===== config.mk =====
export PLATFORM = sky130hd
export DESIGN_NAME = rgb_to_hsv_pixel_unit_flat
export DESIGN_NICKNAME = d
export VERILOG_FILES = /design/src/hdl/hsv_pkg.sv /design/src/hdl/hsv_if.sv /design/src/hdl/hsv_div.sv /design/src/hdl/hsv_front.sv /design/src/hdl/rgb_to_hsv_pixel_unit.sv /design/src/flat_wrapper.sv
export SDC_FILE = /design/constraint.sdc
export NUM_CORES = 2
export LEC_CHECK = 0
export BUFFER_PORTS_ARGS = -buffer_cell sky130_fd_sc_hd__buf_2
export CAP_MARGIN = 40
export CELL_PAD_IN_SITES_DETAIL_PLACEMENT = 1
export CELL_PAD_IN_SITES_GLOBAL_PLACEMENT = 1
export CORE_MARGIN = 1
export CORE_UTILIZATION = 30
export DETAILED_ROUTE_END_ITERATION = 8
export PLACE_DENSITY = 0.56
export REMOVE_ABC_BUFFERS = 1
export SLEW_MARGIN = 25
export SYNTH_ARGS = -nofsm -noshare
export SYNTH_HDL_FRONTEND = slang
export SYNTH_SLANG_ARGS = --single-unit

===== constraint.sdc =====
create_clock -name clk -period 54.3 [get_ports clk]
set_input_delay 8.145 -clock clk [delete_from_list [all_inputs] [get_ports clk]]
set_output_delay 8.145 -clock clk [all_outputs]
set_load 0.01 [all_outputs]

===== src/hdl/hsv_pkg.sv =====
`default_nettype none

package hsv_pkg;

    localparam int FRAC_BITS_DEF = 15;
    localparam int CH_W          = 16;
    localparam int HUE_W         = 15;
    // wide enough for six times the channel spread
    localparam int NUM_W         = 19;

    typedef logic [CH_W-1:0]  chan_t;
    typedef logic [HUE_W-1:0] hue_t;
    typedef logic [NUM_W-1:0] num_t;

    typedef enum logic [2:0] {
        MAX_RED   = 3'b001,
        MAX_GREEN = 3'b010,
        MAX_BLUE  = 3'b100
    } max_sel_t;

    typedef struct packed {
        chan_t red;
        chan_t green;
        chan_t blue;
    } rgb_t;

    typedef struct packed {
        chan_t mx;
        chan_t delta;
        num_t  num;
        num_t  d6;
    } front_t;

endpackage

`default_nettype wire


===== src/hdl/hsv_if.sv =====
`default_nettype none

interface hsv_rgb_if;
    import hsv_pkg::*;

    logic  valid;
    logic  ready;
    chan_t red;
    chan_t green;
    chan_t blue;

    modport source (output valid, output red, output green, output blue, input ready);
    modport sink   (input valid, input red, input green, input blue, output ready);
endinterface

interface hsv_res_if;
    import hsv_pkg::*;

    logic  valid;
    logic  ready;
    hue_t  hue;
    chan_t saturation;
    chan_t brightness;

    modport source (output valid, output hue, output saturation, output brightness,
                    input ready);
    modport sink   (input valid, input hue, input saturation, input brightness,
                    output ready);
endinterface

`default_nettype wire


===== src/hdl/hsv_div.sv =====
`default_nettype none

// pipelined restoring divider, one quotient bit per stage
// quo = floor(num * 2^FRAC / den), valid when num <= den and den != 0
module hsv_div #(
    parameter int FRAC = hsv_pkg::FRAC_BITS_DEF,
    parameter int W    = hsv_pkg::CH_W
) (
    input  logic            clk,
    input  logic            en,
    input  logic [W-1:0]    num,
    input  logic [W-1:0]    den,
    output logic [FRAC:0]   quo
);

    localparam int QW = FRAC + 1;

    logic [W-1:0]  rem_reg [QW];
    logic [QW-1:0] quo_reg [QW];
    logic [W-1:0]  den_reg [QW-1];

    for (genvar k = 0; k < QW; k++) begin : g_stage
        logic [W-1:0]  rem_in;
        logic [W-1:0]  den_in;
        logic [QW-1:0] quo_in;
        logic          bit_in;
        logic [W:0]    trial;
        logic [W-1:0]  rem_next;
        logic [QW-1:0] quo_next;

        if (k == 0) begin : g_first
            // top dividend bits start the remainder, low bit of num shifts in first
            assign rem_in = num >> 1;
            assign den_in = den;
            assign quo_in = '0;
            assign bit_in = num[0];
        end else begin : g_rest
            assign rem_in = rem_reg[k-1];
            assign den_in = den_reg[k-1];
            assign quo_in = quo_reg[k-1];
            assign bit_in = 1'b0;
        end

        assign trial = {rem_in, bit_in};

        always_comb
        begin
            quo_next = quo_in;
            if (trial >= {1'b0, den_in})
            begin
                rem_next             = W'(trial - {1'b0, den_in});
                quo_next[QW-1-k]     = 1'b1;
            end
            else
            begin
                rem_next = W'(trial);
            end
        end

        always_ff @(posedge clk)
        begin
            if (en)
            begin
                rem_reg[k] <= rem_next;
                quo_reg[k] <= quo_next;
            end
        end

        if (k < QW - 1) begin : g_den
            always_ff @(posedge clk)
            begin
                if (en)
                begin
                    den_reg[k] <= den_in;
                end
            end
        end
    end

    assign quo = quo_reg[QW-1];

endmodule

`default_nettype wire


===== src/hdl/hsv_front.sv =====
`default_nettype none

// two stages: pick max and min, then spread, hue numerator and divisor
module hsv_front (
    input  logic            clk,
    input  logic            en,
    input  hsv_pkg::rgb_t   pix,
    output hsv_pkg::front_t res
);
    import hsv_pkg::*;

    rgb_t     pix_reg;
    chan_t    mx_reg;
    chan_t    mx_next;
    chan_t    mn_reg;
    chan_t    mn_next;
    max_sel_t sel_reg;
    max_sel_t sel_next;
    chan_t    delta;
    num_t     d_ext;
    num_t     d6;
    num_t     num_val;
    front_t   res_reg;
    front_t   res_next;

    // ties go to red, then green
    always_comb
    begin
        if (pix.red >= pix.green && pix.red >= pix.blue)
        begin
            sel_next = MAX_RED;
            mx_next  = pix.red;
        end
        else if (pix.green >= pix.blue)
        begin
            sel_next = MAX_GREEN;
            mx_next  = pix.green;
        end
        else
        begin
            sel_next = MAX_BLUE;
            mx_next  = pix.blue;
        end

        mn_next = pix.red;
        if (pix.green < mn_next)
        begin
            mn_next = pix.green;
        end
        if (pix.blue < mn_next)
        begin
            mn_next = pix.blue;
        end
    end

    always_ff @(posedge clk)
    begin
        if (en)
        begin
            pix_reg <= pix;
            mx_reg  <= mx_next;
            mn_reg  <= mn_next;
            sel_reg <= sel_next;
        end
    end

    assign delta = mx_reg - mn_reg;
    assign d_ext = NUM_W'(delta);
    assign d6    = (d_ext << 2) + (d_ext << 1);

    always_comb
    begin
        case (sel_reg)
            MAX_RED:
            begin
                if (pix_reg.green >= pix_reg.blue)
                begin
                    num_val = NUM_W'(pix_reg.green) - NUM_W'(pix_reg.blue);
                end
                else
                begin
                    // wrap into the upper end of the circle
                    num_val = d6 - (NUM_W'(pix_reg.blue) - NUM_W'(pix_reg.green));
                end
            end
            MAX_GREEN:
            begin
                num_val = (d_ext << 1) + NUM_W'(pix_reg.blue) - NUM_W'(pix_reg.red);
            end
            MAX_BLUE:
            begin
                num_val = (d_ext << 2) + NUM_W'(pix_reg.red) - NUM_W'(pix_reg.green);
            end
            default:
            begin
                num_val = '0;
            end
        endcase
    end

    always_comb
    begin
        res_next.mx    = mx_reg;
        res_next.delta = delta;
        res_next.num   = num_val;
        res_next.d6    = d6;
    end

    always_ff @(posedge clk)
    begin
        if (en)
        begin
            res_reg <= res_next;
        end
    end

    assign res = res_reg;

endmodule

`default_nettype wire


===== src/hdl/rgb_to_hsv_pixel_unit.sv =====
// rgb to hsv pixel converter
// pix_in carries one rgb item (red, green, blue, unsigned fractions with
// FRAC_BITS fraction bits); pix_out carries hue, saturation and brightness
// in the same format, hue truncated to 15 bits
// both channels use valid/ready: an item moves on a clock edge with both high
// the pipeline has two front stages (max/min, then spread and hue numerator),
// FRAC_BITS + 1 divider stages and one output register
// throughput is one item per cycle while the output is not stalled; each
// divider stage resolves one quotient bit with one compare and subtract, so a
// new item enters every cycle that the pipeline advances
// the whole pipeline advances together; it freezes only while the output
// register holds an item the receiver has not taken, and pix_in.ready drops
// for exactly those cycles, so nothing is lost or repeated under stall
// reset clears the valid bits only; the block is ready right after reset
`default_nettype none

module rgb_to_hsv_pixel_unit #(
    parameter int FRAC_BITS = hsv_pkg::FRAC_BITS_DEF
) (
    input  logic       clk,
    input  logic       rst_n,
    hsv_rgb_if.sink    pix_in,
    hsv_res_if.source  pix_out
);
    import hsv_pkg::*;

    // quotient bits per divider, and total pipeline depth
    localparam int QW  = FRAC_BITS + 1;
    localparam int LAT = QW + 3;

    logic           en;
    logic [LAT-1:0] vld_reg;
    logic [LAT-1:0] vld_next;
    rgb_t           pix;
    front_t         fr;
    logic [QW-1:0]  sat_q;
    logic [QW-1:0]  hue_q;

    // side data that rides along with the dividers
    chan_t          bri_pipe_reg [QW];
    logic [QW-1:0]  gray_pipe_reg;

    hue_t           hue_reg;
    hue_t           hue_next;
    chan_t          sat_reg;
    chan_t          sat_next;
    chan_t          bri_reg;

    // advance whenever the output slot is empty or being drained
    assign en           = !vld_reg[LAT-1] || pix_out.ready;
    assign pix_in.ready = en;

    assign vld_next = {vld_reg[LAT-2:0], pix_in.valid};

    always_ff @(posedge clk or negedge rst_n)
    begin
        if (!rst_n)
        begin
            vld_reg <= '0;
        end
        else if (en)
        begin
            vld_reg <= vld_next;
        end
    end

    assign pix = '{red: pix_in.red, green: pix_in.green, blue: pix_in.blue};

    hsv_front u_front (
        .clk (clk),
        .en  (en),
        .pix (pix),
        .res (fr)
    );

    // saturation: delta * one / max
    hsv_div #(
        .FRAC (FRAC_BITS),
        .W    (CH_W)
    ) u_sat_div (
        .clk (clk),
        .en  (en),
        .num (fr.delta),
        .den (fr.mx),
        .quo (sat_q)
    );

    // hue: num * one / (6 * delta)
    hsv_div #(
        .FRAC (FRAC_BITS),
        .W    (NUM_W)
    ) u_hue_div (
        .clk (clk),
        .en  (en),
        .num (fr.num),
        .den (fr.d6),
        .quo (hue_q)
    );

    // gray pixel (which covers black): spread is zero, divider outputs ignored
    always_ff @(posedge clk)
    begin
        if (en)
        begin
            bri_pipe_reg[0] <= fr.mx;
            for (int i = 1; i < QW; i++)
            begin
                bri_pipe_reg[i] <= bri_pipe_reg[i-1];
            end
            gray_pipe_reg <= {gray_pipe_reg[QW-2:0], (fr.delta == '0)};
        end
    end

    // fields are masked to their port widths
    assign hue_next = gray_pipe_reg[QW-1] ? '0 : HUE_W'(hue_q);
    assign sat_next = gray_pipe_reg[QW-1] ? '0 : CH_W'(sat_q);

    always_ff @(posedge clk)
    begin
        if (en)
        begin
            hue_reg <= hue_next;
            sat_reg <= sat_next;
            bri_reg <= bri_pipe_reg[QW-1];
        end
    end

    assign pix_out.valid      = vld_reg[LAT-1];
    assign pix_out.hue        = hue_reg;
    assign pix_out.saturation = sat_reg;
    assign pix_out.brightness = bri_reg;

endmodule

`default_nettype wire


===== src/flat_wrapper.sv =====
// flat-port wrapper written by rule: the top's interface ports become plain ports
module rgb_to_hsv_pixel_unit_flat import hsv_pkg::*;
#(
    parameter int FRAC_BITS = hsv_pkg::FRAC_BITS_DEF
)
  (clk, rst_n, pix_in_valid, pix_in_red, pix_in_green, pix_in_blue, pix_in_ready, pix_out_valid, pix_out_hue, pix_out_saturation, pix_out_brightness, pix_out_ready);
  hsv_rgb_if pix_in_i ();
  hsv_res_if pix_out_i ();
  input  logic clk;
  input  logic rst_n;
  input wire logic [$bits(pix_in_i.valid)-1:0] pix_in_valid;
  input wire logic [$bits(pix_in_i.red)-1:0] pix_in_red;
  input wire logic [$bits(pix_in_i.green)-1:0] pix_in_green;
  input wire logic [$bits(pix_in_i.blue)-1:0] pix_in_blue;
  output wire logic [$bits(pix_in_i.ready)-1:0] pix_in_ready;
  output wire logic [$bits(pix_out_i.valid)-1:0] pix_out_valid;
  output wire logic [$bits(pix_out_i.hue)-1:0] pix_out_hue;
  output wire logic [$bits(pix_out_i.saturation)-1:0] pix_out_saturation;
  output wire logic [$bits(pix_out_i.brightness)-1:0] pix_out_brightness;
  input wire logic [$bits(pix_out_i.ready)-1:0] pix_out_ready;
  assign pix_in_i.valid = pix_in_valid;
  assign pix_in_i.red = pix_in_red;
  assign pix_in_i.green = pix_in_green;
  assign pix_in_i.blue = pix_in_blue;
  assign pix_in_ready = pix_in_i.ready;
  assign pix_out_valid = pix_out_i.valid;
  assign pix_out_hue = pix_out_i.hue;
  assign pix_out_saturation = pix_out_i.saturation;
  assign pix_out_brightness = pix_out_i.brightness;
  assign pix_out_i.ready = pix_out_ready;
  rgb_to_hsv_pixel_unit #(.FRAC_BITS(FRAC_BITS)) u_core (.clk(clk), .rst_n(rst_n), .pix_in(pix_in_i), .pix_out(pix_out_i));
endmodule

==> key figures <==
Placed design
  • Placed wire-length estimate: 159000 µm
  • Number of port buffers: 100
  • GP Congestion: 0.905
  • Post-Place Cells: 11.1k

CTS
  • TritonCTS clock tree: yes
  • Cts bufs inserted: 179
  • Number of buffers inserted for hold repair after clock tree synthesis: 0
  • Deepest clock path buffer count: 3
  • Number of cells upsized or downsized after cts: 0
  • Cell chosen for the clock root: clkbuf_16
  • Clk Latency, worst-skew pair: 0.83 ns
  • Post-CTS Setup Bufs: 0
  • Number of levels the H-tree was split into: 4
  • TritonCTS sink count: 1526
  • Clock transition at the registers of the reported paths: 0.06 ns

Critical path
  • Most prevalent standard cell on the critical path: buf_2
  • Largest driver fanout on the critical path: 28
  • Buffers & Inverters on Critical Path: 2
  • Register-to-register setup slack: 47.85 ns
  • Category of the critical setup timing path: primary input to output pin
  • Critical Path Slowest Stage Cell: nand2b_4
  • Kind of cell adding the most delay to the critical path: simple AND/OR/NAND/NOR gates
  • Sort of element at the start of the critical path: primary input
  • FF-to-FF End: u_core.u_front.res[37]
  • Cells on worst reg2reg path: 24
  • Largest stage delay on the critical path: 0.53 ns
  • Data required time at the worst endpoint: 46.16 ns
  • Kind of capture point of the worst setup path: output pin
  • FF-to-FF Start: u_core.u_front.mx_reg[0]
  • Critical path cell sequence: buf_2, nand2b_4, buf_2
  • CP arrival: 9.13 ns

Synth
  • Synthesized flop and latch total: 1526
  • Most area-consuming cells after synthesis: edfxtp_1 (53%), ha_1 (11%), inv_1 (4.0%), mux2_2 (3.3%), xnor2_1 (2.6%)
  • Leading post-synthesis cells by instance count: edfxtp_1 (1507), inv_1 (898), ha_1 (718), nand2_1 (450), o21ai_0 (433)
  • Top cell type's share of synthesized area: 53.3%
  • Mean area per synthesized cell: 11.7 µm²
  • Library cell with the largest summed area after synthesis: edfxtp_1
  • Instance count of the mapped netlist: 7255
  • Number of enable flip-flop cells after synthesis: 1507
  • Most numerous cell in the Yosys netlist: edfxtp_1
  • Most frequently used flop master after synthesis: edfxtp_1
  • Total of warnings raised by yosys: 0
  • Distinct cell type count of the synthesized netlist: 92
  • Syn Std Cell Area: 84900 µm²
  • Fraction of registers with async set/reset: 1.25%
  • Share of synthesized area occupied by flip-flops and latches: 53.9%

Die
  • Starting utilization of the core area: 30.3%
  • Area of the die: 285000 µm²
  • Row Count: 194
  • Number of ports placed on the die boundary: 101
  • Die width: 534 µm
  • Die Y-Extent: 534 µm
  • Floorplan core area: 280000 µm²

STA
  • Post-route minimum period: 17.28 ns
  • Final count of negative-setup-slack endpoints: 0
  • Final-report max-slew violation count: 0
  • Setup repair after global routing missed its margin: no
  • Max Freq: 57.9 MHz
  • Worst slew margin relative to its limit: 36.3%
  • Hold violation count in the final report: 0
  • Share of the cycle needed by the critical path after routing: 31.8%
  • Accumulated negative setup slack: 0 ns
  • Worst-Margin Slew: 0.955 ns
  • Worst setup skew after layout: 0.0603 ns

Status
  • Outcome: finished clean

Detailed routing
  • DRT Wirelength: 202000 µm
  • Number of nets with antenna violations after routing: 0
  • Iter 0 DRT Violations: 2020
  • First-pass iteration count of the detailed router: 5
  • DRC violation count after routing: 0
  • Detailed-route via count: 54.3k
  • Average detailed-routed wire length per instance: 17.7 µm
  • Drt via density: 4.76

Run
  • Number of max-capacitance violations reported: 0

Global routing
  • Total congestion overflow: 0
  • Global-route wire length before repair: 320000 µm
  • Number of antenna violations at the first check in global routing: 3
  • Maximum number of pins on one net before global-route repair: 169
  • GRT Total Usage: 14.1%
  • Via count of the first global-routing pass: 59.8k

Min path
  • Start point of the worst hold path: u_core.u_hue_div.quo_reg[7][12]
  • Class of the tightest hold or removal check: register to register
  • Hold Path Cell Cnt: 0
  • Worst min-delay path endpoint: u_core.u_hue_div.quo_reg[8][12]

Finish
  • Layout Nets: 8350
  • Count of placed standard cells in the final layout, fillers left out: 11.4k
  • Area Overhead vs Synth: 14.0%
  • Largest register FFs: 271
  • Ratio of cells with drive above 1 in the final layout: 10.5%
  • Final Util: 34.5%
  • FILL cells: 30.4k
final cells by class:
cell class | count | area [µm²] | share of cell area, %
inverter | 899 | 3370 | 3.49
multi-input combinational | 4728 | 35500 | 36.7
antenna | 2 | 5.00 | 0.00517
clock inverter | 126 | 1620 | 1.68
tap | 3724 | 4660 | 4.82
timing repair buffer | 180 | 1240 | 1.29
clock buffer | 206 | 4630 | 4.79
sequential | 1526 | 45700 | 47.3
worst max path at each step:
stage                              from  slack (ns)            to  depth (start not counted)
final                     pix_out_ready       37.02  pix_in_ready                          3
after global routing      pix_out_ready       36.87  pix_in_ready                          3
after CTS                 pix_out_ready       36.89  pix_in_ready                          3
after detailed placement  pix_out_ready       36.89  pix_in_ready                          3
after global placement    pix_out_ready       36.88  pix_in_ready                          3
after floorplan           pix_out_ready        1.71  pix_in_ready                          1
metrics by stage:
stage	worst slack, ns	hold WS, ns	instance area [µm²]
floorplan	1.71	0.400	84500
global placement	36.88	0.401	90200
detailed placement	36.89	0.405	90500
CTS	36.89	0.378	96700
global route	36.87	0.374	96700
finish	37.02	0.385	96700
routing by layer:
layer | wire (µm) | GRT usage (%) | vias to the layer above | share of wire (%)
li1 | - | - | 26781 | -
met3 | 4960 | 2.03 | 374 | 2.5
met5 | 0 | 0 | - | 0
met1 | 76900 | 14.0 | 26522 | 38
met2 | 111000 | 28.4 | 597 | 55
met4 | 8660 | 6.17 | 0 | 4.3
cells in the final DEF, fill, tap and decap left out, types with 161 or more instances in the layout:
master,instances
xnor2_1,254
xor2_1,161
a21oi_1,357
mux2_2,246
o21ai_0,433
nand2_1,450
edfxtp_1,1507
nor2_1,423
clkbuf_16,180
inv_1,898
ha_1,718
kinds of logic (layout without fill, tap and decap cells):
family | count (synthesis) | count (layout) | synth area share (%)
and+or+nand+nor | 1678 | 1678 | 9.56
AOI/OAI and AO/OA | 1535 | 1535 | 11.5
DFF | 1526 | 1526 | 53.9
buffers and inverters | 1001 | 1411 | 4.47
adders and majority gates | 784 | 784 | 12.1
xor gates and xnor gates | 419 | 419 | 4.37
muxes | 312 | 312 | 4.04
other | 0 | 2 | 0
Power is left out: the tool's default activity adds up to more than one toggle a clock period on the data nets, which glitch-free logic cannot reach.
